`src/sv/tjlr_pkg.sv`:
```
// package for the two-joint linear ramp: codes, widths and state types
`timescale 1ns / 1ps

package tjlr_pkg;

    localparam int ANG_W = 32;   // q16.16 angle on the ports
    localparam int DUR_W = 16;   // move length in ticks
    localparam int CNT_W = 17;   // tick counter

    localparam int IN_DATA_W  = 4 * ANG_W + DUR_W;
    localparam int OUT_DATA_W = 2 * ANG_W;

    localparam logic [1:0] OP_TICK    = 2'd0;
    localparam logic [1:0] OP_CAPTURE = 2'd1;
    localparam logic [1:0] OP_START   = 2'd2;
    localparam logic [1:0] OP_NOP     = 2'd3;

    localparam logic [DUR_W-1:0] MOVE_LEN_RST = 16'd1000;

    typedef enum logic [1:0] {
        ST_IDLE,
        ST_PASS,
        ST_DIV,
        ST_EMIT
    } t_state;

    typedef enum logic [1:0] {
        DIV_IDLE,
        DIV_ABS,
        DIV_RUN,
        DIV_SIGN
    } t_div_state;

endpackage

```
`src/sv/two_joint_linear_ramp_unit.sv`:
```
// two-joint linear ramp: capture, start, tick and no-op items produce one setpoint beat each
// sequencing: tick while moving and capture run one bit-serial pass over the
//   16+FRAC_BITS accumulators, start runs the serial divider (one quotient bit per
//   cycle over ACC_W+1 bits), idle tick and no-op go straight to the output register
// throughput: one item at a time; the next beat is taken once the item's result
//   sits in the output register, even while that result still waits for tready
// reset: synchronous active low; accumulators, steps and goals clear, length 1000
`timescale 1ns / 1ps

module two_joint_linear_ramp_unit import tjlr_pkg::*; #(
    parameter int FRAC_BITS = 32
) (
    input  logic                  i_clk,
    input  logic                  i_rst_n,
    input  logic                  s_axis_tvalid,
    output logic                  s_axis_tready,
    // enc_root_angle, enc_tip_angle, target_root, target_tip, duration_ticks
    input  logic [IN_DATA_W-1:0]  s_axis_tdata,
    // opcode
    input  logic [1:0]            s_axis_tuser,
    output logic                  m_axis_tvalid,
    input  logic                  m_axis_tready,
    // root_setpoint, tip_setpoint
    output logic [OUT_DATA_W-1:0] m_axis_tdata,
    // moving, finished
    output logic [1:0]            m_axis_tuser
);

    localparam int ACC_W  = 16 + FRAC_BITS;
    localparam int XSHIFT = FRAC_BITS - 16;
    localparam int DW     = ACC_W + 1;
    localparam int PCW    = $clog2(ACC_W);
    localparam logic [PCW-1:0] PASS_LAST = PCW'(ACC_W - 1);

    // input beat fields
    logic [1:0]              w_op;
    logic signed [ANG_W-1:0] w_enc_root;
    logic signed [ANG_W-1:0] w_enc_tip;
    logic signed [ANG_W-1:0] w_tgt_root;
    logic signed [ANG_W-1:0] w_tgt_tip;
    logic [DUR_W-1:0]        w_dur;

    // control
    t_state          r_state;
    t_state          n_state;
    logic            w_accept;
    logic            w_pass_en;
    logic            w_first;
    logic            w_out_free;
    logic [PCW-1:0]  r_pass_cnt;

    // architectural state
    logic [ACC_W-1:0] r_root;       // root accumulator, shifts during a pass
    logic [ACC_W-1:0] r_tip;        // absolute tip accumulator
    logic [ACC_W-1:0] r_diff;       // tip minus root, rebuilt each pass
    logic [ACC_W-1:0] r_step_root;
    logic [ACC_W-1:0] r_step_tip;
    logic [ACC_W-1:0] r_add_root;   // addend shift registers for the pass
    logic [ACC_W-1:0] r_add_tip;
    logic [ANG_W-1:0] r_goal_root;
    logic [ANG_W-1:0] r_goal_rel;   // goal tip relative to goal root
    logic [DUR_W-1:0] r_move_len;
    logic [CNT_W-1:0] r_tick_cnt;
    logic             r_active;
    logic             r_done;

    // serial datapath
    logic w_sum_root;
    logic w_sum_tip;
    logic w_dbit;

    // divider hookup
    logic signed [ACC_W-1:0] w_tgt_root_acc;
    logic signed [ACC_W-1:0] w_tgt_tip_acc;
    logic signed [ACC_W-1:0] w_enc_root_acc;
    logic signed [ACC_W-1:0] w_enc_tip_acc;
    logic [DW-1:0]           w_dvd_root;
    logic [DW-1:0]           w_dvd_tip;
    logic                    w_div_start;
    logic                    w_div_done;
    logic                    w_div_done_tip;
    logic [ACC_W-1:0]        w_quot_root;
    logic [ACC_W-1:0]        w_quot_tip;

    // tick bookkeeping
    logic [CNT_W-1:0] w_tick_next;
    logic             w_tick_over;

    // result
    logic [ANG_W-1:0] w_root_out;
    logic [ANG_W-1:0] w_tip_out;
    logic             r_out_valid;
    logic [OUT_DATA_W-1:0] r_out_data;
    logic [1:0]            r_out_user;

    always_comb begin
        w_op       = s_axis_tuser;
        w_enc_root = s_axis_tdata[ANG_W-1:0];
        w_enc_tip  = s_axis_tdata[2*ANG_W-1:ANG_W];
        w_tgt_root = s_axis_tdata[3*ANG_W-1:2*ANG_W];
        w_tgt_tip  = s_axis_tdata[4*ANG_W-1:3*ANG_W];
        w_dur      = s_axis_tdata[4*ANG_W+DUR_W-1:4*ANG_W];
    end

    // q16.16 to accumulator: sign extend, then move up by the extra fraction bits
    always_comb begin
        w_tgt_root_acc = ACC_W'(w_tgt_root) <<< XSHIFT;
        w_tgt_tip_acc  = ACC_W'(w_tgt_tip) <<< XSHIFT;
        w_enc_root_acc = ACC_W'(w_enc_root) <<< XSHIFT;
        w_enc_tip_acc  = ACC_W'(w_enc_tip) <<< XSHIFT;
        // exact difference, one bit wider than the accumulator
        w_dvd_root = DW'(w_tgt_root_acc) - DW'($signed(r_root));
        w_dvd_tip  = DW'(w_tgt_tip_acc) - DW'($signed(r_tip));
    end

    always_comb begin
        w_tick_next = r_tick_cnt + 1'b1;
        w_tick_over = (w_tick_next > {1'b0, r_move_len});
    end

    // ---------------- sequencer ----------------

    always_comb begin
        n_state = r_state;
        unique case (r_state)
            ST_IDLE: if (w_accept) begin
                if (w_op == OP_START) begin
                    n_state = ST_DIV;
                end else if (w_op == OP_CAPTURE || (w_op == OP_TICK && r_active)) begin
                    n_state = ST_PASS;
                end else begin
                    n_state = ST_EMIT;
                end
            end
            ST_PASS: if (r_pass_cnt == PASS_LAST) begin
                n_state = ST_EMIT;
            end
            ST_DIV: if (w_div_done) begin
                n_state = ST_EMIT;
            end
            ST_EMIT: if (w_out_free) begin
                n_state = ST_IDLE;
            end
            default: n_state = ST_IDLE;
        endcase
    end

    always_comb begin
        s_axis_tready = (r_state == ST_IDLE);
        w_accept      = s_axis_tvalid && s_axis_tready;
        w_pass_en     = (r_state == ST_PASS);
        w_first       = (r_pass_cnt == '0);
        w_out_free    = !r_out_valid || m_axis_tready;
        w_div_start   = w_accept && (w_op == OP_START);
    end

    always_ff @(posedge i_clk) begin
        if (!i_rst_n) begin
            r_state <= ST_IDLE;
        end else begin
            r_state <= n_state;
        end
    end

    // ---------------- bit-serial pass ----------------
    // root and tip accumulate their addends, and tip minus root is formed
    // from the fresh sum bits in the same cycle, lsb first

    tjlr_bit_add u_add_root (
        .i_clk   (i_clk),
        .i_en    (w_pass_en),
        .i_first (w_first),
        .i_sub   (1'b0),
        .i_a     (r_root[0]),
        .i_b     (r_add_root[0]),
        .o_s     (w_sum_root)
    );

    tjlr_bit_add u_add_tip (
        .i_clk   (i_clk),
        .i_en    (w_pass_en),
        .i_first (w_first),
        .i_sub   (1'b0),
        .i_a     (r_tip[0]),
        .i_b     (r_add_tip[0]),
        .o_s     (w_sum_tip)
    );

    tjlr_bit_add u_sub_rel (
        .i_clk   (i_clk),
        .i_en    (w_pass_en),
        .i_first (w_first),
        .i_sub   (1'b1),
        .i_a     (w_sum_tip),
        .i_b     (w_sum_root),
        .o_s     (w_dbit)
    );

    // ---------------- step dividers ----------------

    tjlr_serial_div #(
        .ACC_W (ACC_W)
    ) u_div_root (
        .i_clk      (i_clk),
        .i_rst_n    (i_rst_n),
        .i_start    (w_div_start),
        .i_dividend (w_dvd_root),
        .i_divisor  (w_dur),
        .o_done     (w_div_done),
        .o_quot     (w_quot_root)
    );

    tjlr_serial_div #(
        .ACC_W (ACC_W)
    ) u_div_tip (
        .i_clk      (i_clk),
        .i_rst_n    (i_rst_n),
        .i_start    (w_div_start),
        .i_dividend (w_dvd_tip),
        .i_divisor  (w_dur),
        .o_done     (w_div_done_tip),
        .o_quot     (w_quot_tip)
    );

    // ---------------- state update ----------------

    always_ff @(posedge i_clk) begin
        if (!i_rst_n) begin
            r_root      <= '0;
            r_tip       <= '0;
            r_diff      <= '0;
            r_step_root <= '0;
            r_step_tip  <= '0;
            r_goal_root <= '0;
            r_goal_rel  <= '0;
            r_move_len  <= MOVE_LEN_RST;
            r_tick_cnt  <= '0;
            r_active    <= 1'b0;
            r_done      <= 1'b0;
            r_pass_cnt  <= '0;
        end else begin
            unique case (r_state)
                ST_IDLE: if (w_accept) begin
                    r_pass_cnt <= '0;
                    r_done     <= 1'b0;
                    unique case (w_op)
                        OP_CAPTURE: begin
                            // tip absolute = root + relative tip, summed in the pass
                            r_root     <= w_enc_root_acc;
                            r_tip      <= w_enc_tip_acc;
                            r_add_root <= '0;
                            r_add_tip  <= w_enc_root_acc;
                        end
                        OP_START: begin
                            r_goal_root <= w_tgt_root;
                            r_goal_rel  <= w_tgt_tip - w_tgt_root;
                            r_move_len  <= w_dur;
                            r_tick_cnt  <= '0;
                            r_active    <= 1'b1;
                        end
                        OP_TICK: begin
                            if (r_active) begin
                                r_add_root <= r_step_root;
                                r_add_tip  <= r_step_tip;
                                r_tick_cnt <= w_tick_next;
                                if (w_tick_over) begin
                                    r_active <= 1'b0;
                                    r_done   <= 1'b1;
                                end
                            end else begin
                                r_tick_cnt <= '0;
                            end
                        end
                        OP_NOP: begin
                        end
                        default: begin
                        end
                    endcase
                end
                ST_PASS: begin
                    r_root     <= {w_sum_root, r_root[ACC_W-1:1]};
                    r_tip      <= {w_sum_tip, r_tip[ACC_W-1:1]};
                    r_diff     <= {w_dbit, r_diff[ACC_W-1:1]};
                    r_add_root <= {1'b0, r_add_root[ACC_W-1:1]};
                    r_add_tip  <= {1'b0, r_add_tip[ACC_W-1:1]};
                    r_pass_cnt <= r_pass_cnt + 1'b1;
                end
                ST_DIV: if (w_div_done) begin
                    r_step_root <= w_quot_root;
                    r_step_tip  <= w_quot_tip;
                end
                ST_EMIT: begin
                end
                default: begin
                end
            endcase
        end
    end

    // ---------------- result register ----------------

    always_comb begin
        w_root_out = r_done ? r_goal_root : r_root[ACC_W-1 -: ANG_W];
        w_tip_out  = r_done ? r_goal_rel  : r_diff[ACC_W-1 -: ANG_W];
    end

    always_ff @(posedge i_clk) begin
        if (!i_rst_n) begin
            r_out_valid <= 1'b0;
        end else if (r_state == ST_EMIT && w_out_free) begin
            r_out_valid <= 1'b1;
        end else if (m_axis_tready) begin
            r_out_valid <= 1'b0;
        end
    end

    always_ff @(posedge i_clk) begin
        if (r_state == ST_EMIT && w_out_free) begin
            r_out_data <= {w_tip_out, w_root_out};
            r_out_user <= {r_done, r_active};
        end
    end

    assign m_axis_tvalid = r_out_valid;
    assign m_axis_tdata  = r_out_data;
    assign m_axis_tuser  = r_out_user;

`ifndef SYNTH
    // a move in progress never runs past its length
    a_tick_in_range: assert property (@(posedge i_clk) disable iff (!i_rst_n)
        r_active |-> (r_tick_cnt <= {1'b0, r_move_len}))
        else $error("tick count beyond move length while moving");

    // both dividers run in lockstep and only report while the sequencer waits
    a_div_lockstep: assert property (@(posedge i_clk) disable iff (!i_rst_n)
        (w_div_done != w_div_done_tip) == 1'b0)
        else $error("step dividers out of step");

    a_div_done_state: assert property (@(posedge i_clk) disable iff (!i_rst_n)
        w_div_done |-> (r_state == ST_DIV))
        else $error("divider finished outside the divide wait");

    // a start beat always launches the dividers
    a_start_divides: assert property (@(posedge i_clk) disable iff (!i_rst_n)
        (w_accept && w_op == OP_START) |=> (r_state == ST_DIV))
        else $error("start beat did not enter the divide wait");

    // the finishing beat reports the move as stopped
    a_finish_stops: assert property (@(posedge i_clk) disable iff (!i_rst_n)
        m_axis_tvalid |-> !(m_axis_tuser[0] && m_axis_tuser[1]))
        else $error("finished beat still flagged as moving");
`endif

endmodule

```
`src/sv/tjlr_bit_add.sv`:
```
// bit-serial adder / subtractor cell, lsb first, carry held in a flop
`timescale 1ns / 1ps

module tjlr_bit_add import tjlr_pkg::*; (
    input  logic i_clk,
    input  logic i_en,
    input  logic i_first,
    input  logic i_sub,
    input  logic i_a,
    input  logic i_b,
    output logic o_s
);

    logic r_carry;
    logic w_b;
    logic w_cin;
    logic n_carry;

    always_comb begin
        w_b     = i_b ^ i_sub;
        w_cin   = i_first ? i_sub : r_carry;
        o_s     = i_a ^ w_b ^ w_cin;
        n_carry = (i_a & w_b) | (i_a & w_cin) | (w_b & w_cin);
    end

    always_ff @(posedge i_clk) begin
        if (i_en) begin
            r_carry <= n_carry;
        end
    end

endmodule

```
`src/sv/tjlr_serial_div.sv`:
```
// signed restoring divider, one quotient bit per cycle, quotient truncated toward zero
`timescale 1ns / 1ps

module tjlr_serial_div import tjlr_pkg::*; #(
    parameter int ACC_W = 48
) (
    input  logic             i_clk,
    input  logic             i_rst_n,
    input  logic             i_start,
    input  logic [ACC_W:0]   i_dividend,
    input  logic [DUR_W-1:0] i_divisor,
    output logic             o_done,
    output logic [ACC_W-1:0] o_quot
);

    localparam int DW = ACC_W + 1;
    localparam int CW = $clog2(DW);
    localparam logic [CW-1:0] LAST = CW'(DW - 1);

    t_div_state r_state;
    t_div_state n_state;

    logic [CW-1:0]    r_cnt;
    logic [DW-1:0]    r_q;
    logic [DUR_W-1:0] r_rem;
    logic [DUR_W-1:0] r_dvs;
    logic             r_neg;

    logic [DUR_W:0]   w_rem_sh;
    logic [DUR_W:0]   w_rem_sub;
    logic             w_ge;
    logic [DW-1:0]    w_quot_s;

    always_comb begin
        n_state = r_state;
        unique case (r_state)
            DIV_IDLE: if (i_start) begin
                n_state = DIV_ABS;
            end
            DIV_ABS:  n_state = DIV_RUN;
            DIV_RUN:  if (r_cnt == LAST) begin
                n_state = DIV_SIGN;
            end
            DIV_SIGN: n_state = DIV_IDLE;
            default:  n_state = DIV_IDLE;
        endcase
    end

    always_comb begin
        w_rem_sh  = {r_rem, r_q[DW-1]};
        w_ge      = (w_rem_sh >= {1'b0, r_dvs});
        w_rem_sub = w_rem_sh - {1'b0, r_dvs};
        w_quot_s  = r_neg ? (~r_q + 1'b1) : r_q;
        o_done    = (r_state == DIV_SIGN);
        o_quot    = (r_dvs == '0) ? '0 : w_quot_s[ACC_W-1:0];
    end

    always_ff @(posedge i_clk) begin
        if (!i_rst_n) begin
            r_state <= DIV_IDLE;
        end else begin
            r_state <= n_state;
        end
    end

    always_ff @(posedge i_clk) begin
        unique case (r_state)
            DIV_IDLE: if (i_start) begin
                r_q   <= i_dividend;
                r_dvs <= i_divisor;
            end
            DIV_ABS: begin
                // magnitude of the difference, sign kept for the end
                r_neg <= r_q[DW-1];
                r_q   <= r_q[DW-1] ? (~r_q + 1'b1) : r_q;
                r_rem <= '0;
                r_cnt <= '0;
            end
            DIV_RUN: begin
                r_rem <= w_ge ? w_rem_sub[DUR_W-1:0] : w_rem_sh[DUR_W-1:0];
                r_q   <= {r_q[DW-2:0], w_ge};
                r_cnt <= r_cnt + 1'b1;
            end
            DIV_SIGN: begin
            end
            default: begin
            end
        endcase
    end

endmodule

```
`config.mk`:
```
export PLATFORM = sky130hd
export DESIGN_NAME = two_joint_linear_ramp_unit
export DESIGN_NICKNAME = d
export VERILOG_FILES = /design/src/sv/tjlr_pkg.sv /design/src/sv/two_joint_linear_ramp_unit.sv /design/src/sv/tjlr_bit_add.sv /design/src/sv/tjlr_serial_div.sv
export SDC_FILE = /design/constraint.sdc
export NUM_CORES = 2
export LEC_CHECK = 0
export BUFFER_PORTS_ARGS = -buffer_cell sky130_fd_sc_hd__buf_2
export CAP_MARGIN = 20
export CORE_ASPECT_RATIO = 1.4
export CORE_MARGIN = 5
export CORE_UTILIZATION = 56
export DETAILED_ROUTE_END_ITERATION = 10
export GPL_TIMING_DRIVEN = 0
export MAX_ROUTING_LAYER = met4
export PLACE_DENSITY = 0.82
export SKIP_CTS_REPAIR_TIMING = 1
export SYNTH_ARGS = -nofsm -noshare
export SYNTH_HDL_FRONTEND = slang
export SYNTH_SLANG_ARGS = --single-unit
export TNS_END_PERCENT = 20
```
`constraint.sdc`:
```
create_clock -name i_clk -period 6 [get_ports i_clk]
set_input_delay 0.3 -clock i_clk [delete_from_list [all_inputs] [get_ports i_clk]]
set_output_delay 0.3 -clock i_clk [all_outputs]
set_load 0.005 [all_outputs]
```
==> summary.md <==
| Metric | Value |
|---|---|
| Peak VDD IR | 0.0002638 V |
| Slew margin rel. | 20.14% |
| Hold WS | -0.01867 ns |
| Final Total Pwr | 20.91 mW |
| Vias post-DR | 33,995 |
| Combinational power share | 44.6% |
| Netlist cell types | 82 |
| Drt pass-1 iters | 7 |
| Die X | 234.0 µm |
| Arrival @ worst endpoint | 5.29 ns |
| CTS tree | done |
| Multiplexer area fraction after synthesis | 4.717% |
| Crit path from | r_state[1] |
| Fraction of layout cells with a size suffix above 1 | 8.671% |
| Class of the most critical hold timing path | in2reg |
| CTS Buf Count | 67 |
| Worst Hold End | r_goal_root[23] |
| Initial Util | 56.25% |
| Post-DP Area | 0.04186 mm² |
| Core region area | 0.06993 mm² |
| Pin count of the biggest net entering global routing | 50 |
| Max Freq | 207.1 MHz |
| Final Max Tran Viols | 0 |
| Synth Area in Simple Gates | 17.10% |
| GRT busiest layer | met2 |
| CP Launch Type | flip-flop |
| Post-DRT Antenna Nets | 0 |
| Clock root cell | clkbuf_16 |
| Yosys reg bits | 677 |
| R2R Path Start | r_state[1] |
| Most frequent cell after synthesis | nand2_1 |
| Switching portion of total power | 41.91% |
| Via count of the first global-routing pass | 33,049 |
| YS warnings | 0 |
| Worst-Skew Late Latency | 0.64 ns |
| Cell area after layout | 0.04432 mm² |
| Nets | 4,987 |
| Total gr overflow | 0 |
| Area leader, netlist | edfxtp_1 |
| Post-synth top flop | edfxtp_1 |
| Adder-cell share of the synthesized area | 5.649% |
| HPWL after DPL | 98,210 µm |
| Final WL | 126,200 µm |
| First-pass GRT wire length | 187,200 µm |
| Clock power share | 20.8% |
| Routability cong. | 1.007 |
| Period minus WS final | 4.829 ns |
| Worst Tran Pin Value | 1.198 ns |
| Seq pwr share | 34.6% |
| Kind of critical path | reg2reg |
| Synthesized area per cell | 9.060 µm² |
| Crit Path Max Fanout | 10 |
| Min-delay src | s_axis_tdata[87] |
| Syn Nets | 4,666 |
| Register area share after synthesis | 43.13% |
| H-tree levels | 3 |
| P_leak | 17.25 nW |
| Post-Synthesis Cells | 4,342 |
| Final Setup Violations | 0 |
| IO Pins | 218 |
| Worst Path Required | 6.46 ns |
| Main combinational cell family by area after synthesis | compound AO/OA/AOI/OAI gates |
| Rows | 115 |
| GRT Overall Usage | 32.98% |
| DRC | 0 |
| # fillers | 5,871 |
| XOR/XNOR share of the synthesized area | 6.925% |
| I/O Buffers | 217 |
| Clock Sinks | 677 |
| Initial antenna violation count | 7 |
| DRT iter0 DRCs | 2,881 |
| Top cells by area, synth | edfxtp_1 (26%), dfxtp_1 (17%), nand2_1 (7.0%) |
| Net switching power | 8.765 mW |
| Worst reg2reg path endpoint | r_add_root[1] |
| Internal | 12.15 mW |
| Clk slew on worst S/H paths | 0.07 ns |
| Worst hold stages | 3 |
| Met3 Use GR | 4.579% |
| Final Cycle Share | 80.48% |
| Post-synthesis async set-or-reset flop share | 0% |
| Crit end category | flip-flop |
| Area share of the largest cell type after synthesis | 26.03% |
| RSZ-0062 raised after global routing | no |
| Synthesized area | 0.03934 mm² |
| Clk_skew | 0.03050 ns |
| Final Hold Viols | 6 |
| Synth top cells by count | nand2_1 (730), o21ai_0 (384), edfxtp_1 (341), dfxtp_1 (336), clkbuf_1 (237) |
| Area Growth Syn to Fin | 12.67% |
| Worst r2r path cells | 10 |
| Post-synth EDFFs | 341 |
| Synth Area in Compound Gates | 17.93% |
| Max-Cap Viols | 0 |
| DIE AREA | 0.07572 mm² |
| Clock buffer depth | 3 |
| Run status | finished, violations left |
| Violated checks | negative hold slack |
| Met2 usage | 53.72% |
| Pwr dens | 471.8 mW/mm² |
| Met1 Track Usage GR | 36.83% |
| Wire per inst | 22.30 µm |
| Reg-to-reg setup timing slack | 1.17 ns |
| Chip Height | 323.6 µm |
| Drt via density | 6.006 |
power by group through the flow:
stage / registers [mW] / logic (mW) / clock network, mW
global placement: 7.38 / 8.76 / 0
floorplan: 7.15 / 6.37 / 0
CTS: 7.20 / 9.17 / 4.35
detailed placement: 7.30 / 9.10 / 0
global route: 7.33 / 10.1 / 4.55
finish: 7.24 / 9.33 / 4.34
registers in the layout, summed over array words and instances (netlist names), 48 cells and up:
name,flops
m_axis_tdata,64
u_div_root.r_q,49
u_div_tip.r_q,49
r_add_root,48
r_add_tip,48
r_root,48
r_step_root,48
r_step_tip,48
r_tip,48
worst max path at each step:
stage | end | slack, ns
floorplan | u_div_root.r_q[0] | 0.34
global placement | u_div_tip.r_q[35] | -2.41
detailed placement | r_add_root[1] | 1.27
CTS | r_add_root[1] | 1.23
global route | r_add_root[1] | 1.13
finish | r_add_root[1] | 1.17
kinds of logic after synthesis:
kind of cell             Yosys count
adder cells (fa/ha/maj)          174
XOR/XNOR                         311
AO/OA/AOI/OAI                   1085
flip-flops                       677
buffers and inverters            469
AND/OR/NAND/NOR                 1445
multiplexers                     181
critical path, stage by stage, from the launching register on:
cell	delay, ns
dfxtp_1	0.34
inv_1	0.09
ha_1	0.26
clkbuf_1	0.57
clkbuf_1	0.36
buf_8	0.23
clkbuf_1	0.84
clkbuf_1	0.95
clkbuf_1	0.62
nand2_1	0.21
o21ai_0	0.16
routing by layer:
layer	share of wire (%)	wire [µm]
met5	0	0
met4	9.0	11310
met3	7.2	9095
met2	47	59780
met1	36	46010
layout make-up:
class	instances	area, µm²	share of cell area, %
multi-input cells	3196	20620	46.52
well taps	936	1171	2.642
repair buffers	252	1562	3.523
diodes	7	17.52	0.03952
plain buffers	269	1039	2.343
clock inverters	30	310.3	0.7001
flip-flops and latches	677	16970	38.28
clock buffers	93	1888	4.260
inverters	200	750.7	1.694
cell usage in the layout (no fill, tap or decap), types with 72 or more instances in the layout:
| cell type | Yosys | final |
|---|---|---|
| a21boi_0 | 89 | 87 |
| ha_1 | 168 | 168 |
| a21oi_1 | 180 | 180 |
| mux2i_1 | 146 | 146 |
| dfxtp_1 | 336 | 336 |
| clkbuf_1 | 237 | 255 |
| xor2_1 | 184 | 184 |
| nand2_1 | 730 | 730 |
| nor2_1 | 176 | 176 |
| nor2b_1 | 85 | 84 |
| buf_2 | 7 | 224 |
| xnor2_1 | 127 | 127 |
| edfxtp_1 | 341 | 341 |
| nand3_1 | 116 | 116 |
| and2_1 | 72 | 72 |
| inv_1 | 200 | 200 |
| o21ai_0 | 384 | 384 |
metrics by stage:
| stage | cells | setup TNS [ns] | util [%] | setup WS, ns | hold WS, ns |
|---|---|---|---|---|---|
| after floorplan | 4342 | 0 | - | 0.3430 | 0.3989 |
| after global placement | 5495 | -192.20 | 59.48 | -2.413 | 0.4336 |
| after detailed placement | 5506 | 0 | 59.87 | 1.267 | 0.4440 |
| after CTS | 5629 | 0 | 63.01 | 1.229 | -0.1176 |
| after global routing | 5659 | 0 | 63.37 | 1.128 | 0.001500 |
| final | 5660 | 0 | 63.38 | 1.171 | -0.01867 |
Power figures use the tool's default switching activity.
